==> src/design/dsdr_pkg.sv <==
// dsdr_pkg: shared constants, codes and types of the disc splat depth renderer
// no dependencies; compiled first
package dsdr_pkg;

   localparam int MAX_WIDTH     = 256;
   localparam int MAX_HEIGHT    = 256;
   localparam int X_BITS        = $clog2(MAX_WIDTH);
   localparam int Y_BITS        = $clog2(MAX_HEIGHT);
   localparam int ADDR_BITS     = X_BITS + Y_BITS;
   localparam int MEM_DEPTH     = MAX_WIDTH * MAX_HEIGHT;
   localparam int DIM_BITS      = 9;
   localparam int COORD_BITS    = 13;
   localparam int POS_BITS      = COORD_BITS + 1;
   localparam int DEPTH_BITS    = 16;
   localparam int NUM_LEVELS    = 4;
   localparam int LEVEL_BITS    = 2;
   localparam int RADIUS_BITS   = 4;
   localparam int OFFSET_BITS   = RADIUS_BITS + 1;
   localparam int SQ_BITS       = 2 * OFFSET_BITS;
   localparam int THR_BITS      = NUM_LEVELS * DEPTH_BITS;
   localparam int RADII_BITS    = NUM_LEVELS * RADIUS_BITS;
   localparam int CMD_BITS      = 2;
   localparam int CSR_DATA_BITS = 64;
   localparam int CSR_ADDR_BITS = 5;
   localparam int CSR_SEL_LSB   = 3;

   typedef enum logic [CMD_BITS-1:0] {
      CMD_CLEAR = 2'd0,
      CMD_DRAW  = 2'd1,
      CMD_READ  = 2'd2,
      CMD_NONE  = 2'd3
   } cmd_type;

   typedef enum logic [1:0] {
      REG_WIDTH      = 2'd0,
      REG_HEIGHT     = 2'd1,
      REG_THRESHOLDS = 2'd2,
      REG_RADII      = 2'd3
   } reg_type;

   typedef enum logic [2:0] {
      ST_CLEAR,
      ST_IDLE,
      ST_LEVEL,
      ST_DRAW,
      ST_READ,
      ST_RESULT
   } state_type;

   typedef struct packed {
      logic [DIM_BITS-1:0]    width;
      logic [DIM_BITS-1:0]    height;
      logic [THR_BITS-1:0]    thresholds;
      logic [RADII_BITS-1:0]  radii;
   } cfg_type;

   typedef struct packed {
      logic load_item;
      logic clr_step;
      logic lvl_step;
      logic draw_start;
      logic draw_step;
      logic read_issue;
      logic rsp_load;
   } ctl_type;

   typedef struct packed {
      logic clr_last;
      logic lvl_adv;
      logic draw_last;
      logic rsp_free;
   } sts_type;

endpackage

==> src/design/dsdr_ctrl.sv <==
// dsdr_ctrl: sequencer for clearing pass, level search, disc sweep and pixel read
// depends on dsdr_pkg
module dsdr_ctrl (
   input  logic                          clock,
   input  logic                          reset,
   input  logic                          req_valid,
   input  logic [dsdr_pkg::CMD_BITS-1:0] req_cmd,
   output logic                          req_ready,
   input  dsdr_pkg::sts_type             sts,
   output dsdr_pkg::ctl_type             ctl,
   output dsdr_pkg::state_type           state
);

   dsdr_pkg::state_type state_ff, state_in;

   always_ff @(posedge clock) begin
      if (reset) begin
         state_ff <= dsdr_pkg::ST_CLEAR;
      end else begin
         state_ff <= state_in;
      end
   end

   always_comb begin
      state_in  = state_ff;
      ctl       = '0;
      req_ready = 1'b0;
      unique case (state_ff)
         dsdr_pkg::ST_CLEAR: begin
            ctl.clr_step = 1'b1;
            if (sts.clr_last) state_in = dsdr_pkg::ST_IDLE;
         end
         dsdr_pkg::ST_IDLE: begin
            req_ready = 1'b1;
            if (req_valid) begin
               ctl.load_item = 1'b1;
               unique case (dsdr_pkg::cmd_type'(req_cmd))
                  dsdr_pkg::CMD_CLEAR: state_in = dsdr_pkg::ST_CLEAR;
                  dsdr_pkg::CMD_DRAW:  state_in = dsdr_pkg::ST_LEVEL;
                  dsdr_pkg::CMD_READ:  state_in = dsdr_pkg::ST_READ;
                  default:             state_in = dsdr_pkg::ST_IDLE;
               endcase
            end
         end
         dsdr_pkg::ST_LEVEL: begin
            if (sts.lvl_adv) begin
               ctl.lvl_step = 1'b1;
            end else begin
               ctl.draw_start = 1'b1;
               state_in       = dsdr_pkg::ST_DRAW;
            end
         end
         dsdr_pkg::ST_DRAW: begin
            ctl.draw_step = 1'b1;
            if (sts.draw_last) state_in = dsdr_pkg::ST_IDLE;
         end
         dsdr_pkg::ST_READ: begin
            ctl.read_issue = 1'b1;
            state_in       = dsdr_pkg::ST_RESULT;
         end
         dsdr_pkg::ST_RESULT: begin
            if (sts.rsp_free) begin
               ctl.rsp_load = 1'b1;
               state_in     = dsdr_pkg::ST_IDLE;
            end
         end
         default: state_in = dsdr_pkg::ST_IDLE;
      endcase
   end

   assign state = state_ff;

endmodule

==> config.mk <==
export PLATFORM = sky130hd
export DESIGN_NAME = dsdr_ctrl
export DESIGN_NICKNAME = d
export VERILOG_FILES = /design/src/design/dsdr_pkg.sv /design/src/design/dsdr_ctrl.sv
export SDC_FILE = /design/constraint.sdc
export NUM_CORES = 1
export LEC_CHECK = 0
export BUFFER_PORTS_ARGS = -buffer_cell sky130_fd_sc_hd__buf_2
export CELL_PAD_IN_SITES_DETAIL_PLACEMENT = 0
export CELL_PAD_IN_SITES_GLOBAL_PLACEMENT = 1
export CORE_AREA = 2 2 39 41
export DETAILED_ROUTE_END_ITERATION = 8
export DIE_AREA = 0 0 41 43
export PLACE_DENSITY_LB_ADDON = 0.15
export SYNTH_ARGS = -nofsm -noshare
export SYNTH_HDL_FRONTEND = slang
export SYNTH_SLANG_ARGS = --single-unit
==> constraint.sdc <==
create_clock -name clock -period 2.36 [get_ports clock]
set_clock_uncertainty 0.05 [all_clocks]
set_input_delay 0.118 -clock clock [delete_from_list [all_inputs] [get_ports clock]]
set_output_delay 0.118 -clock clock [all_outputs]
set_load 0.1 [all_outputs]
# Word level (Yosys, flattened, before mapping)
# Index checks and enable logic that the tools add are counted.
word_totals:
  input_bits: 9
  register_bits: 3
  output_inout_bits: 11
  wordCells: 34
op_classes:
  reduce_logical: 3
  eq_ne: 12
  mux: 18
ops:
  columns: ["op", "count"]
  rows:
  - ["3-bit one-hot mux with 6 select lines", 1]
  - ["3-bit 2-to-1 mux", 5]
  - ["1-bit 2-to-1 mux", 10]
  - ["2-bit != test (second input constant)", 5]
  - ["3-bit one-hot mux with 3 select lines", 1]
  - ["3-bit by 2-bit equality test with 1-bit output (second input constant)", 2]
  - ["3-bit equality test (second input constant)", 2]
  - ["5-bit AND reduction", 1]
  - ["3-bit by 1-bit equality test with 1-bit output (second input constant)", 1]
  - ["3-bit logical NOT", 1]
  - ["2-bit by 1-bit equality test with 1-bit output (second input constant)", 1]
  - ["2-bit equality test (second input constant)", 1]
  - ["2-bit logical NOT", 1]
  - ["2-bit 2-to-1 mux", 1]

# Logic depth before layout (Yosys ltp)
logic_depth:
  word_depth: 4
  ltp_mapped: 4
  ltp_nobuf: 3

# Worst setup path before layout
# No wires, ideal clock.
synth_timing:
  path_kind: "register to output"
  start: "reg state_ff[2] (netlist: state[2])"
  end: "out ctl[1] in the netlist's numbering"
  t_arrival_ps: 3330
  stages_incl_launch_ff: 2
  setup_slack_ps: -1138
  required_ps: 2192
  cell_sequence: "dfxtp_1 > nor3b_1"
synth_rtl:
  columns: ["element", "line", "rtl"]
  rows:
  - ["from (decl)", "dsdr_ctrl.sv:14", "dsdr_pkg::state_type state_ff, state_in;"]
  - ["from (signal assigned)", "dsdr_ctrl.sv:18", "state_ff <= dsdr_pkg::ST_CLEAR;"]
  - ["from (signal assigned)", "dsdr_ctrl.sv:20", "state_ff <= state_in;"]
  - ["to (decl)", "dsdr_ctrl.sv:10", "output dsdr_pkg::ctl_type ctl,"]

==> impl_metrics.yaml <==
sta:
  setup_viol: 0
  fin_crit_sh_pct: 72.2
  clock.fmax_mhz: 587
  hold_viol: 0
  worst_slew_pin_slew_ps: 497
  slew_headroom_pct: 66.8
  finalCriticalPeriod_ps: 1700
  rsz0062_at_grt: "false"
  slew_viol_final: 0
  hold_slack_ps: 71.2
final_layout:
  layout_commonest_cell: "buf_2"
  fillers: 156
  fin_nets: 68
  most-common-layout-cells: "19 x buf_2, 6 x nand2b_1, 6 x nor2_1"
  largest_reg_flops: 3
  drive_gt1_share_pct: 51.7
  regArea_um2: 60.1
  multi_input_area_um2: 230
  diodes: 0
  area_delta_synth_final_pct: 51.3
  fin_util_pct: 31.2
global_routing:
  grt_usage_pct: 9.62
  grt_pass1_vias: 285
  grt_max_degree: 17
  grt_pass1_wl_mm: 1.11
  grt.overflow.total: 0
  antenna_found_initial: 0
placed_design:
  dp_hpwl_um: 594
  gp_congestion: 0.657
  io_buffers: 19
cts:
  cts_max_level: 1
  insertion_delay_ps: 230
  postCtsHoldBufs: 0
  cts_resized: 0
  clock_path_buffers: 2
  postCtsSetupRepairBufs: 0
  cts_tree: "built"
  clk_pin_slew_ps: 40
  cts_sinks: 3
  root_buffer: "clkbuf_4"
  cts_buffers: 3
yosys:
  ys_types: 21
  synth-adder-area-share_pct: 0
  synthSimpleGateAreaFrac_pct: 50.9
  synth_xor_area_share_pct: 0
  netlist_area_um2: 285
  ys_ff_latch: 3
  synth_seq_area_share_pct: 21.1
  syn_area_per_cell_um2: 7.92
  synth_top_family_by_area: "simple AND/OR/NAND/NOR gates"
  synthCells: 36
  synth_warnings: 0
  synth_compound_area_share_pct: 18.4
  syn-num-nets: 45
  muxShareOfSynthArea_pct: 7.02
run:
  max_cap_viol_count: 0
worst_setup_path:
  critPathMaxFanout: 16
  worstSetupEndpointType: "output port"
  cp.arrival_ps: 1530
  critPathKind: "reg2out"
  start_kind: "flop"
  reg2reg_from: "state[1]"
  crit_path_start: "state[1]"
  cp.required_ps: 2190
routing:
  wl_per_cell_um: 10.2
  drc: 0
  vias: 327
  first_pass_iters: 4
  drt_iter0_drc: 3
  ant_nets: 0
  drt-total-wl_um: 752
  viasPerCell: 4.42
power:
  ir_drop_uv: 275
  power_w: 0.000275
  power.leakage_nw: 0.213
  power_density_mw_per_mm2: 637
status:
  status: "completed"
floorplan:
  core_mm2: 0.00138
  pin_count: 20
  die_x_um: 41
  die_y_um: 43
  dieArea_mm2: 0.00176
  row_count: 14
  initial_core_util_pct: 20.6
worst_hold_path:
  min-delay-start: "reset"
  hold_path.class: "in2reg"
worst paths after layout:
path / endpoint / depth (start not counted) / slack, ps
worst max register to register: state[2] / 3 / 940
worst max-delay path: ctl[4] / 2 / 660
worst min register to register: state[1] / 2 / 650
worst min-delay path: state[0] / 2 / 70
cell families (layout without fill, tap and decap cells):
group                  count (synthesis)  after routing
and+or+nand+nor                       24             24
AOI/OAI and AO/OA                      6              6
DFF                                    3              3
muxes                                  2              2
buffers and inverters                  1             23
final cells by class:
type,instances,share of cell area [%]
Clock buffer,4,6.09
Multi-Input combinational cell,32,53.3
Sequential cell,3,13.9
Timing Repair Buffer,19,22.0
Tap cell,16,4.64
worst max-delay path, stage by stage, from the launching register on:
cell and delay [ps]:
dfxtp_1 620, and3_2 270, buf_2 420
per-layer routing:
metal | track usage (%) | wire (um) | vias up
met5 | 0 | 0 | -
met4 | 8.00 | 0 | 0
met3 | 3.14 | 46 | 0
met2 | 13.1 | 367 | 8
met1 | 11.5 | 338 | 145
li1 | - | - | 174
synthesized netlist by cell type:
| cell | n | area share (%) |
|---|---|---|
| dfxtp_1 | 3 | 21 |
| and2_1 | 2 | 4.4 |
| a211oi_1 | 1 | 2.6 |
| nor2_1 | 7 | 9.2 |
| o21ai_1 | 1 | 1.8 |
| and3b_1 | 1 | 3.1 |
| a311oi_1 | 1 | 3.1 |
| nor2b_1 | 1 | 2.2 |
| a32o_1 | 1 | 3.5 |
| nor3_1 | 1 | 1.8 |
| and4bb_2 | 1 | 4.4 |
| o21ai_0 | 1 | 1.8 |
| nor3b_1 | 1 | 2.6 |
| buf_4 | 1 | 2.6 |
| and3_2 | 1 | 2.6 |
| a32oi_2 | 1 | 5.7 |
| or2b_2 | 1 | 3.1 |
| nand2b_1 | 6 | 13 |
| mux2i_1 | 2 | 7.0 |
| nand2_1 | 1 | 1.3 |
| and2b_2 | 1 | 3.1 |
through the flow:
step	instance area [um^2]	worst slack, ps	cells	TNS [ps]
after floorplan	298	-417	36	-1030
after global placement	405	884	70	0
after detailed placement	405	883	70	0
after CTS	432	637	74	0
after global routing	432	531	74	0
final	432	657	74	0
power by group:
group          leakage (nW)  total [W]  internal (W)  switching (W)
registers            0.0245  0.0000628     0.0000542     0.00000869
logic                 0.174   0.000124     0.0000276      0.0000969
clock network        0.0150  0.0000878     0.0000632      0.0000245
total                 0.213   0.000275      0.000145       0.000130
Power figures use the tool's default switching activity.
