[src/design/dsdr_pkg.sv]
// dsdr_pkg: shared constants, codes and types of the disc splat depth renderer
// no dependencies; compiled first
package dsdr_pkg;

   localparam int MAX_WIDTH     = 256;
   localparam int MAX_HEIGHT    = 256;
   localparam int X_BITS        = $clog2(MAX_WIDTH);
   localparam int Y_BITS        = $clog2(MAX_HEIGHT);
   localparam int ADDR_BITS     = X_BITS + Y_BITS;
   localparam int MEM_DEPTH     = MAX_WIDTH * MAX_HEIGHT;
   localparam int DIM_BITS      = 9;
   localparam int COORD_BITS    = 13;
   localparam int POS_BITS      = COORD_BITS + 1;
   localparam int DEPTH_BITS    = 16;
   localparam int NUM_LEVELS    = 4;
   localparam int LEVEL_BITS    = 2;
   localparam int RADIUS_BITS   = 4;
   localparam int OFFSET_BITS   = RADIUS_BITS + 1;
   localparam int SQ_BITS       = 2 * OFFSET_BITS;
   localparam int THR_BITS      = NUM_LEVELS * DEPTH_BITS;
   localparam int RADII_BITS    = NUM_LEVELS * RADIUS_BITS;
   localparam int CMD_BITS      = 2;
   localparam int CSR_DATA_BITS = 64;
   localparam int CSR_ADDR_BITS = 5;
   localparam int CSR_SEL_LSB   = 3;

   typedef enum logic [CMD_BITS-1:0] {
      CMD_CLEAR = 2'd0,
      CMD_DRAW  = 2'd1,
      CMD_READ  = 2'd2,
      CMD_NONE  = 2'd3
   } cmd_type;

   typedef enum logic [1:0] {
      REG_WIDTH      = 2'd0,
      REG_HEIGHT     = 2'd1,
      REG_THRESHOLDS = 2'd2,
      REG_RADII      = 2'd3
   } reg_type;

   typedef enum logic [2:0] {
      ST_CLEAR,
      ST_IDLE,
      ST_LEVEL,
      ST_DRAW,
      ST_READ,
      ST_RESULT
   } state_type;

   typedef struct packed {
      logic [DIM_BITS-1:0]    width;
      logic [DIM_BITS-1:0]    height;
      logic [THR_BITS-1:0]    thresholds;
      logic [RADII_BITS-1:0]  radii;
   } cfg_type;

   typedef struct packed {
      logic load_item;
      logic clr_step;
      logic lvl_step;
      logic draw_start;
      logic draw_step;
      logic read_issue;
      logic rsp_load;
   } ctl_type;

   typedef struct packed {
      logic clr_last;
      logic lvl_adv;
      logic draw_last;
      logic rsp_free;
   } sts_type;

endpackage

[src/design/dsdr_csr.sv]
// dsdr_csr: apb-style register file for image size, level thresholds and radii
// depends on dsdr_pkg
module dsdr_csr (
   input  logic                               clock,
   input  logic                               reset,
   input  logic                               psel,
   input  logic                               penable,
   input  logic                               pwrite,
   input  logic [dsdr_pkg::CSR_ADDR_BITS-1:0] paddr,
   input  logic [dsdr_pkg::CSR_DATA_BITS-1:0] pwdata,
   output logic [dsdr_pkg::CSR_DATA_BITS-1:0] prdata,
   output logic                               pready,
   output dsdr_pkg::cfg_type                  cfg
);

   logic [dsdr_pkg::DIM_BITS-1:0]   width_ff, width_in;
   logic [dsdr_pkg::DIM_BITS-1:0]   height_ff, height_in;
   logic [dsdr_pkg::THR_BITS-1:0]   thr_ff, thr_in;
   logic [dsdr_pkg::RADII_BITS-1:0] radii_ff, radii_in;
   logic                            wr_en;
   dsdr_pkg::reg_type               sel;

   assign wr_en  = psel && penable && pwrite;
   assign sel    = dsdr_pkg::reg_type'(paddr[dsdr_pkg::CSR_SEL_LSB +: 2]);
   assign pready = 1'b1;

   always_comb begin
      width_in  = width_ff;
      height_in = height_ff;
      thr_in    = thr_ff;
      radii_in  = radii_ff;
      prdata    = '0;
      unique case (sel)
         dsdr_pkg::REG_WIDTH: begin
            prdata = dsdr_pkg::CSR_DATA_BITS'(width_ff);
            if (wr_en) width_in = pwdata[dsdr_pkg::DIM_BITS-1:0];
         end
         dsdr_pkg::REG_HEIGHT: begin
            prdata = dsdr_pkg::CSR_DATA_BITS'(height_ff);
            if (wr_en) height_in = pwdata[dsdr_pkg::DIM_BITS-1:0];
         end
         dsdr_pkg::REG_THRESHOLDS: begin
            prdata = dsdr_pkg::CSR_DATA_BITS'(thr_ff);
            if (wr_en) thr_in = pwdata[dsdr_pkg::THR_BITS-1:0];
         end
         dsdr_pkg::REG_RADII: begin
            prdata = dsdr_pkg::CSR_DATA_BITS'(radii_ff);
            if (wr_en) radii_in = pwdata[dsdr_pkg::RADII_BITS-1:0];
         end
         default: prdata = '0;
      endcase
   end

   always_ff @(posedge clock) begin
      if (reset) begin
         width_ff  <= dsdr_pkg::DIM_BITS'(dsdr_pkg::MAX_WIDTH);
         height_ff <= dsdr_pkg::DIM_BITS'(dsdr_pkg::MAX_HEIGHT);
         thr_ff    <= '0;
         radii_ff  <= '0;
      end else begin
         width_ff  <= width_in;
         height_ff <= height_in;
         thr_ff    <= thr_in;
         radii_ff  <= radii_in;
      end
   end

   assign cfg.width      = width_ff;
   assign cfg.height     = height_ff;
   assign cfg.thresholds = thr_ff;
   assign cfg.radii      = radii_ff;

endmodule

[config.mk]
export PLATFORM = sky130hd
export DESIGN_NAME = dsdr_csr
export DESIGN_NICKNAME = d
export VERILOG_FILES = /design/src/design/dsdr_pkg.sv /design/src/design/dsdr_csr.sv
export SDC_FILE = /design/constraint.sdc
export NUM_CORES = 1
export LEC_CHECK = 0
export BUFFER_PORTS_ARGS = -buffer_cell sky130_fd_sc_hd__buf_2
export CORE_ASPECT_RATIO = 1.2
export CORE_MARGIN = 5
export CORE_UTILIZATION = 50
export DETAILED_ROUTE_END_ITERATION = 7
export PLACE_DENSITY = 0.92
export SYNTH_ARGS = -nofsm -noshare
export SYNTH_HDL_FRONTEND = slang
export SYNTH_SLANG_ARGS = --single-unit
[constraint.sdc]
create_clock -name clock -period 2.4 [get_ports clock]
set_clock_uncertainty 0.05 [all_clocks]
set_input_delay 0.24 -clock clock [delete_from_list [all_inputs] [get_ports clock]]
set_output_delay 0.24 -clock clock [all_outputs]
set_load 0.01 [all_outputs]
Word level (Yosys, flattened, before mapping)

Index checks and enable logic that the tools add are counted.
Widths: inputs -> output; s select.

Register bits after elaboration: 98
Bits in latches: 0
RAM bits: 0
ROM bits: 0
Bits of input ports: 74
Output and inout bits: 163
Logic and storage cells: 15
Memories kept: 0

Add/subtract/negate cells: 0
$mul: 0
Divide/modulo/power cells: 0
Order comparisons: 0
Eq/ne operators: 3
Shifts and indexed selects: 0
Mux-type cells: 1
Bitwise gates (word level): 0
Reductions and logical operators: 7

Operator list:

| kind               | count |
|---|---|
| $pmux 64 s4        | 1 |
| $reduce_and 2->1   | 4 |
| $eq 2x2->1 const B | 2 |
| $eq 2x1->1 const B | 1 |
| $logic_and 1x1->1  | 2 |
| $logic_not 2->1    | 1 |

Depth between registers and ports, before layout

Gate-level depths: netlist of the first run.

Depth after elaboration: 3
Mapped depth: 7
Depth with buffers taken out: 3

Worst setup path before layout of the first run

Ideal clock, no wire load.

Path type: input to output
Start point: input port paddr[4] (netlist bit)
End point: output port prdata[1] (netlist bit)
Data arrival time: 1.134 ns
Data required time: 2.110 ns
Slack: 0.976 ns
Stages: 3
Buffers on the path: 2
Cells stage by stage: buf_6 buf_2 mux4_2

Word-level cells in the longest chain between the ends: 2
Elaborated cells on any way between the ends: 5
Classes of those cells: eq/ne (3); mux (1); reduce/logical (1)

RTL lines:

| item                               | line           | text |
|---|---|---|
| start, declared                    | dsdr_csr.sv:9  | `input logic [dsdr_pkg::CSR_ADDR_BITS-1:0] paddr,` |
| $eq 2x2->1 (tied with other cells) | dsdr_csr.sv:33 | `unique case (sel)` |
| $pmux 64 s4 (*)                    | dsdr_csr.sv:33 |  |
| end, declared                      | dsdr_csr.sv:11 | `output logic [dsdr_pkg::CSR_DATA_BITS-1:0] prdata,` |

Every way passes the cells marked *; elsewhere a longest branch is shown, timed or not.

Worst setup path after layout of the first run

Start point: input port paddr[4] (netlist bit)
End point: output port prdata[5] (netlist bit)

The elaborated chain is that of the path after synthesis.

==> run metrics, run 1 <==
Power per Cell Area 574.6 nW/um2; Post-synth EDFFs 0; Die Height 117.5 um; Die ar. 11,690 um2; Adder-Cell Fraction of Synth Area 0%; fin crit period 1.826 ns; nature of the critical path endpoint primary output; PortBufs 232; Syn Area/Cell 9.682 um2; worst endpoint data arrival time 1.54 ns; Mapped Cells 497; fin nets 774; multi-input combinational cell area 2585 um2; vias per cell 5.266; mux contribution to synthesized area 14.40%; most frequent cells in the layout buf_2, nand2b_1, dfxtp_1; TritonCTS clock tree done; Finish-stage setup viols 0; via count 4,360; most used cell, CP buf_2; H-tree depth 3; slowest stage delay, CP 0.54 ns; Main synth FF type dfxtp_1; root buf cell clkbuf_16; total track usage 21.98%; CP Class primary input to primary output; largest family of logic cells by synthesized area simple AND/OR/NAND/NOR gates; Leak 3.101 nW; Max-slew headroom 59.03%; Synth cell types 28; CP Launch Type primary input; flip-flop and latch area 1962 um2; Seq/Total Area, Yosys 40.77%; Req. time, crit path 2.11 ns; Post-CTS Setup Bufs 0; Cell Area, Synth 4812 um2; worst skew pair latency 0.33 ns; Async S/R FF share, synth 0%; vias in the first global route 4,387; most common cell after layout, fill and taps aside buf_2; Max VDD drop 0.3103 mV; outcome finished clean; # diodes 0; Compound-Gate Fraction of Synth Area 6.864%; GP Congestion 0.8469; setup_tns 0 ns; worst-path cell chain buf_2 -> buf_4 -> mux4_2 -> buf_2; Pwr Total 3.624 mW; Core Area 9467 um2; Initial Util 50.83%; Slew @ Worst Pin 0.6145 ns; DRC Markers 0; Post-Synth Simple-Gate Area 32.35%; total gr overflow 0; Post-Synth XOR/XNOR Area 0%; post-DP HPWL 9.684 mm; MaxCap Viol Count 0; Synth warnings 0; Slowest cell on crit path mux4_2; initial DRC count 131; clk slew on worst S/H paths 0.07 ns; post-route ant nets 0; clk sink count 98; Slew Viols, Final 0; Yosys reg bits 98; Site Rows 39; first-pass GRT wire length 21.51 mm; WL/cell 16.10 um; CTS hold repair buffers 0; unrepaired setup endpoints after global routing no; CTS Buf Count 9; Longest Clk Path Bufs 2; I/O Pins 237; WL final 13.33 mm; Resize count post-CTS 0; Core Util, Final 66.63%; Max FO, Critical Path 17; crit share post-route 76.10%; layout cells sized above 1 38.87%; P&R area growth vs syn 31.07%; final hold viol count 0; largest net degree at the start of global routing 71; drt first pass iters 5; hold_ws 0.1114 ns; f_max 547.5 MHz; Synthesized Nets 571; Die Wd 99.56 um; Min-Delay Path Class primary input to flop; initial antenna violation count 1; fill cell count 785
-- worst paths after layout --
check                                start         end  slack (ns)  depth (start not counted)
worst max register to register  thr_ff[63]  thr_ff[63]        1.53                          2
worst min register to register  thr_ff[55]  thr_ff[55]        0.43                          2
worst max-delay path              paddr[4]   prdata[5]        0.57                          4
worst min-delay path            pwdata[49]  thr_ff[49]        0.11                          3
-- per-stage QoR --
stage                     area (um2)  cells  setup WS, ns
final                           6307    828        0.5736
after CTS                       6307    828        0.5506
after floorplan                 4812    497        0.9758
after detailed placement        5957    812        0.5605
after global placement          5957    812        0.5955
after global routing            6307    828        0.4938
-- where the power goes --
part | internal (mW) | leakage [nW] | switching [mW]
Clock | 1.03 | 0.171 | 0.631
Combinational | 0.143 | 2.14 | 0.158
Sequential | 1.65 | 0.791 | 0.0164
-- cells by family after synthesis --
family,Yosys count
AND/OR/NAND/NOR,226
flip-flops,98
AO/OA/AOI/OAI,65
multiplexers,58
buffers and inverters,49
other,1
-- cells in the mapped netlist, types with 3 or more instances --
library cell,count,area [um2]
and2_1,48,300.3
buf_2,6,30.03
buf_4,5,37.54
buf_6,4,45.04
clkbuf_1,28,105.1
clkbuf_2,3,15.01
dfxtp_1,98,1962
mux2i_1,49,490.5
mux4_2,9,202.7
nand2b_1,103,644.4
nand4b_1,47,411.6
nor2_1,4,15.01
nor2b_1,15,93.84
o21ai_0,53,265.3
o21ai_1,10,50.05
-- state kept, by name, summed over array words and instances, names as in the netlist --
register   cells
width_ff       9
radii_ff      16
height_ff      9
thr_ff        64
-- critical path, delay by kind of cell --
kind	cells	cell delay (ns)
buffers and inverters	3	0.75
multiplexers	1	0.54
-- layer usage --
layer  vias up  global-route usage, %  routed length, um
met4         2                  5.551                121
li1       2104                      -                  -
met3        13                  5.750               1237
met5         -                      0                  7
met2       186                  38.82               6701
met1      2055                  26.22               5262
-- layout make-up --
cell class,instances,area share [%]
clock buffer,9,3.571
clock inverter,7,1.984
multi-input combinational,350,40.98
sequential,98,31.10
tap,123,2.440
timing repair buffer,241,19.92
No activity file was read; power rests on OpenSTA's default activity.
==> inputs of run 2 (changes only) <==
Settings changed: ABC_AREA from default to 1, CORE_UTILIZATION 50 to 42, PLACE_DENSITY 0.92 to 0.83.
Clock period 2.4 ns to 1.65 ns, I/O delays scaled along.
==> run 2 against run 1 <==
Compared with the run above:
- worst hold slack worse by 0.052 ns
- wire length rose by 8.1%
- cell area is 1.8% higher
- critical path depth rose by 3
- via count grew 20%
- critical path type unchanged
- largest power group unchanged
- highest routed layer is now met4
==> run metrics, run 2 <==
Yosys reg bits 98 (unchanged); Synth warnings 0 (unchanged); Core Area 10,980 um2 (+16%); P&R area growth vs syn 36.44%; Synthesized Nets 840 (+47%); Crit path max-delay family buffers and inverters; largest registers thr_ff: 64 flops, radii_ff: 16 flops; worst r2r path cells 2 (unchanged); Syn Area/Cell 6.145 um2 (-37%); final instance area 6422 um2 (+1.8%); post-DP HPWL 10.55 mm (+8.9%); Max FO, Critical Path 12 (-5); area share of the largest cell type after synthesis 41.68% (+0.91 points); worst-path cell chain buf_2 -> nand2_1 -> inv_2 -> buf_4 -> nand2_1 -> nand4_1 -> buf_2; Die ar. 13,430 um2 (+15%); R2R Path Start thr_ff[34]; via count 5,237 (+20%); flop-to-flop setup slack 0.97 ns (-0.56 ns); Resize count post-CTS 0 (unchanged); CP Launch Type primary input; most common cell after layout, fill and taps aside nor2_1; Leak 3.421 nW (+10%); worst hold path depth 3 (unchanged); Min-Delay Path Class primary input to flop; final hold viol count 0 (unchanged); root buf cell clkbuf_16; top-count cell post-synth nor2_1; Die Height 126.0 um (+7.2%); Async S/R FF share, synth 0% (unchanged); vias in the first global route 4,760 (+8.5%); crit share post-route 82.22%; first-pass GRT wire length 23.41 mm (+8.8%); Area after DPL 6110 um2 (+2.6%); largest net degree at the start of global routing 49 (-31%); outcome finished clean; CTS hold repair buffers 0 (unchanged); initial DRC count 261 (+99%); Power per Cell Area 823.8 nW/um2 (+43%); CP startpoint paddr[3]; # diodes 0 (unchanged); TritonCTS clock tree done; fill cell count 1,102 (+40%); most frequent cells in the layout nor2_1, buf_2, nand2_1; total track usage 21.11% (-0.87 points); total gr overflow 0 (unchanged); Seq/Total Area, Yosys 41.68% (+0.91 points); H-tree depth 3 (unchanged); nature of the critical path endpoint primary output; CTS Buf Count 9 (unchanged); WL final 14.40 mm (+8.1%); Initial Util 42.86% (-8.0 points); hold endpoint width_ff[8]; I/O Pins 237 (unchanged); fin crit period 1.357 ns; PortBufs 232 (unchanged); synth cell count leaders nor2_1, nand2_1, inv_1, nand3_1, dfxtp_1; unrepaired setup endpoints after global routing no; Max VDD drop 0.5905 mV (+90%); hold path startpoint pwdata[8]; initial antenna violation count 0 (-1); vias per cell 4.684 (-11%); Pwr Total 5.291 mW (+46%); Post-synth EDFFs 0 (unchanged); Post-CTS Setup Bufs 0 (unchanged); clk sink count 98 (unchanged); Reg-to-Reg End thr_ff[34]; CP Class primary input to primary output; Synth cell types 16 (-43%); GP Congestion 0.7943 (-6.2%); Slowest cell on crit path inv_2; Finish-stage setup viols 0 (unchanged); flip-flop and latch area 1962 um2 (unchanged); slowest stage delay, CP 0.23 ns (-0.31 ns); Largest register FFs 64 (unchanged); Slew Viols, Final 0 (unchanged); DRC Markers 0 (unchanged); Main synth FF type dfxtp_1; Cell Area, Synth 4707 um2 (-2.2%); worst slack, placed 0.2978 ns (-0.2627 ns); Die Wd 106.6 um (+7.1%); MaxCap Viol Count 0 (unchanged); Critical path buffers and inverters 4 (+1); post-route ant nets 0 (unchanged); Longest Clk Path Bufs 2 (unchanged); hold_ws 0.05958 ns (-0.05180 ns); cell taking the most area after synthesis dfxtp_1; Site Rows 42 (+7.7%); fin nets 1,055 (+36%); Mapped Cells 766 (+54%); largest cells by area after synthesis dfxtp_1, nor2_1, nand2_1; final setup margin 0.2933 ns (-0.2802 ns); Req. time, crit path 1.43 ns (-0.68 ns); layout cells sized above 1 27.69% (-11 points); WL/cell 12.88 um (-20%); multi-input combinational cell area 2110 um2 (-18%); worst endpoint data arrival time 1.14 ns (-0.40 ns); setup_tns 0 ns (unchanged); drt first pass iters 5 (unchanged); clk slew on worst S/H paths 0.06 ns (about the same); Reg with most FFs thr_ff; worst skew pair latency 0.33 ns (about the same); f_max 737.1 MHz
run 2: cell types whose count changed after synthesis, sizes merged, moves of 8 or more:
cell    before  now
nand2        2  139
and2        49    0
nor2b       16    0
nand4b      47    0
nor2         4  248
inv          0  117
nand3        2   99
mux2i       49    0
o21ai       63    2
mux4         9    0
clkbuf      31   12
buf         18   34
nand4        1    9
nand2b     103    0
run 2: per-layer routing:
metal	share of wire [%]	vias up	wire length (um)	global-route usage (%)
met5	0	-	0	0
met4	2.3	0	337	8.202
met3	8.5	25	1228	5.169
met2	50	188	7217	36.69
met1	39	2314	5620	24.90
li1	-	2710	-	-
run 2: report_power, final:
part | internal [mW] | switching (mW)
Clock | 1.33 | 0.874
Combinational | 0.252 | 0.373
Sequential | 2.42 | 0.0406
Total | 4.00 | 1.29
run 2: worst register-to-register path, delay by kind of cell (launching register included):
family,cells,cell delay (ns)
and+or+nand+nor,2,0.18
DFF,1,0.39
run 2: per-stage QoR:
stage | cells | util (%)
6_report | 1118 | 58.48
5_1_grt | 1118 | 58.48
4_1_cts | 1118 | 58.48
3_5_place_dp | 1102 | 55.63
3_3_place_gp | 1102 | 55.63
2_1_floorplan | 766 | -
run 2: final cells by class:
cell class              count  share of cell area (%)
clock buffers              12                   3.682
clock inverters             4                   1.188
inverters                 117                   6.838
multi-input cells         505                   32.85
flip-flops and latches     98                   30.55
well taps                 132                   2.572
repair buffers            250                   22.33
run 2: worst max-delay path by stage:
stage          cells past startpoint  slack (ns)   endpoint
6_report                           7        0.29  prdata[7]
5_1_grt                            7        0.23  prdata[5]
4_1_cts                            7        0.29  prdata[8]
3_5_place_dp                       7        0.30  prdata[8]
3_3_place_gp                       7        0.32  prdata[6]
2_1_floorplan                      4        0.55  prdata[0]
run 2: kinds of logic (layout without fill, tap and decap cells):
kind of cell / Yosys count / in the layout / synth area share [%]
simple gates: 495 / 495 / 42.96
compound gates: 9 / 9 / 1.515
other cells: 1 / 1 / 0.07967
flops: 98 / 98 / 41.68
buf+inv: 163 / 383 / 13.77
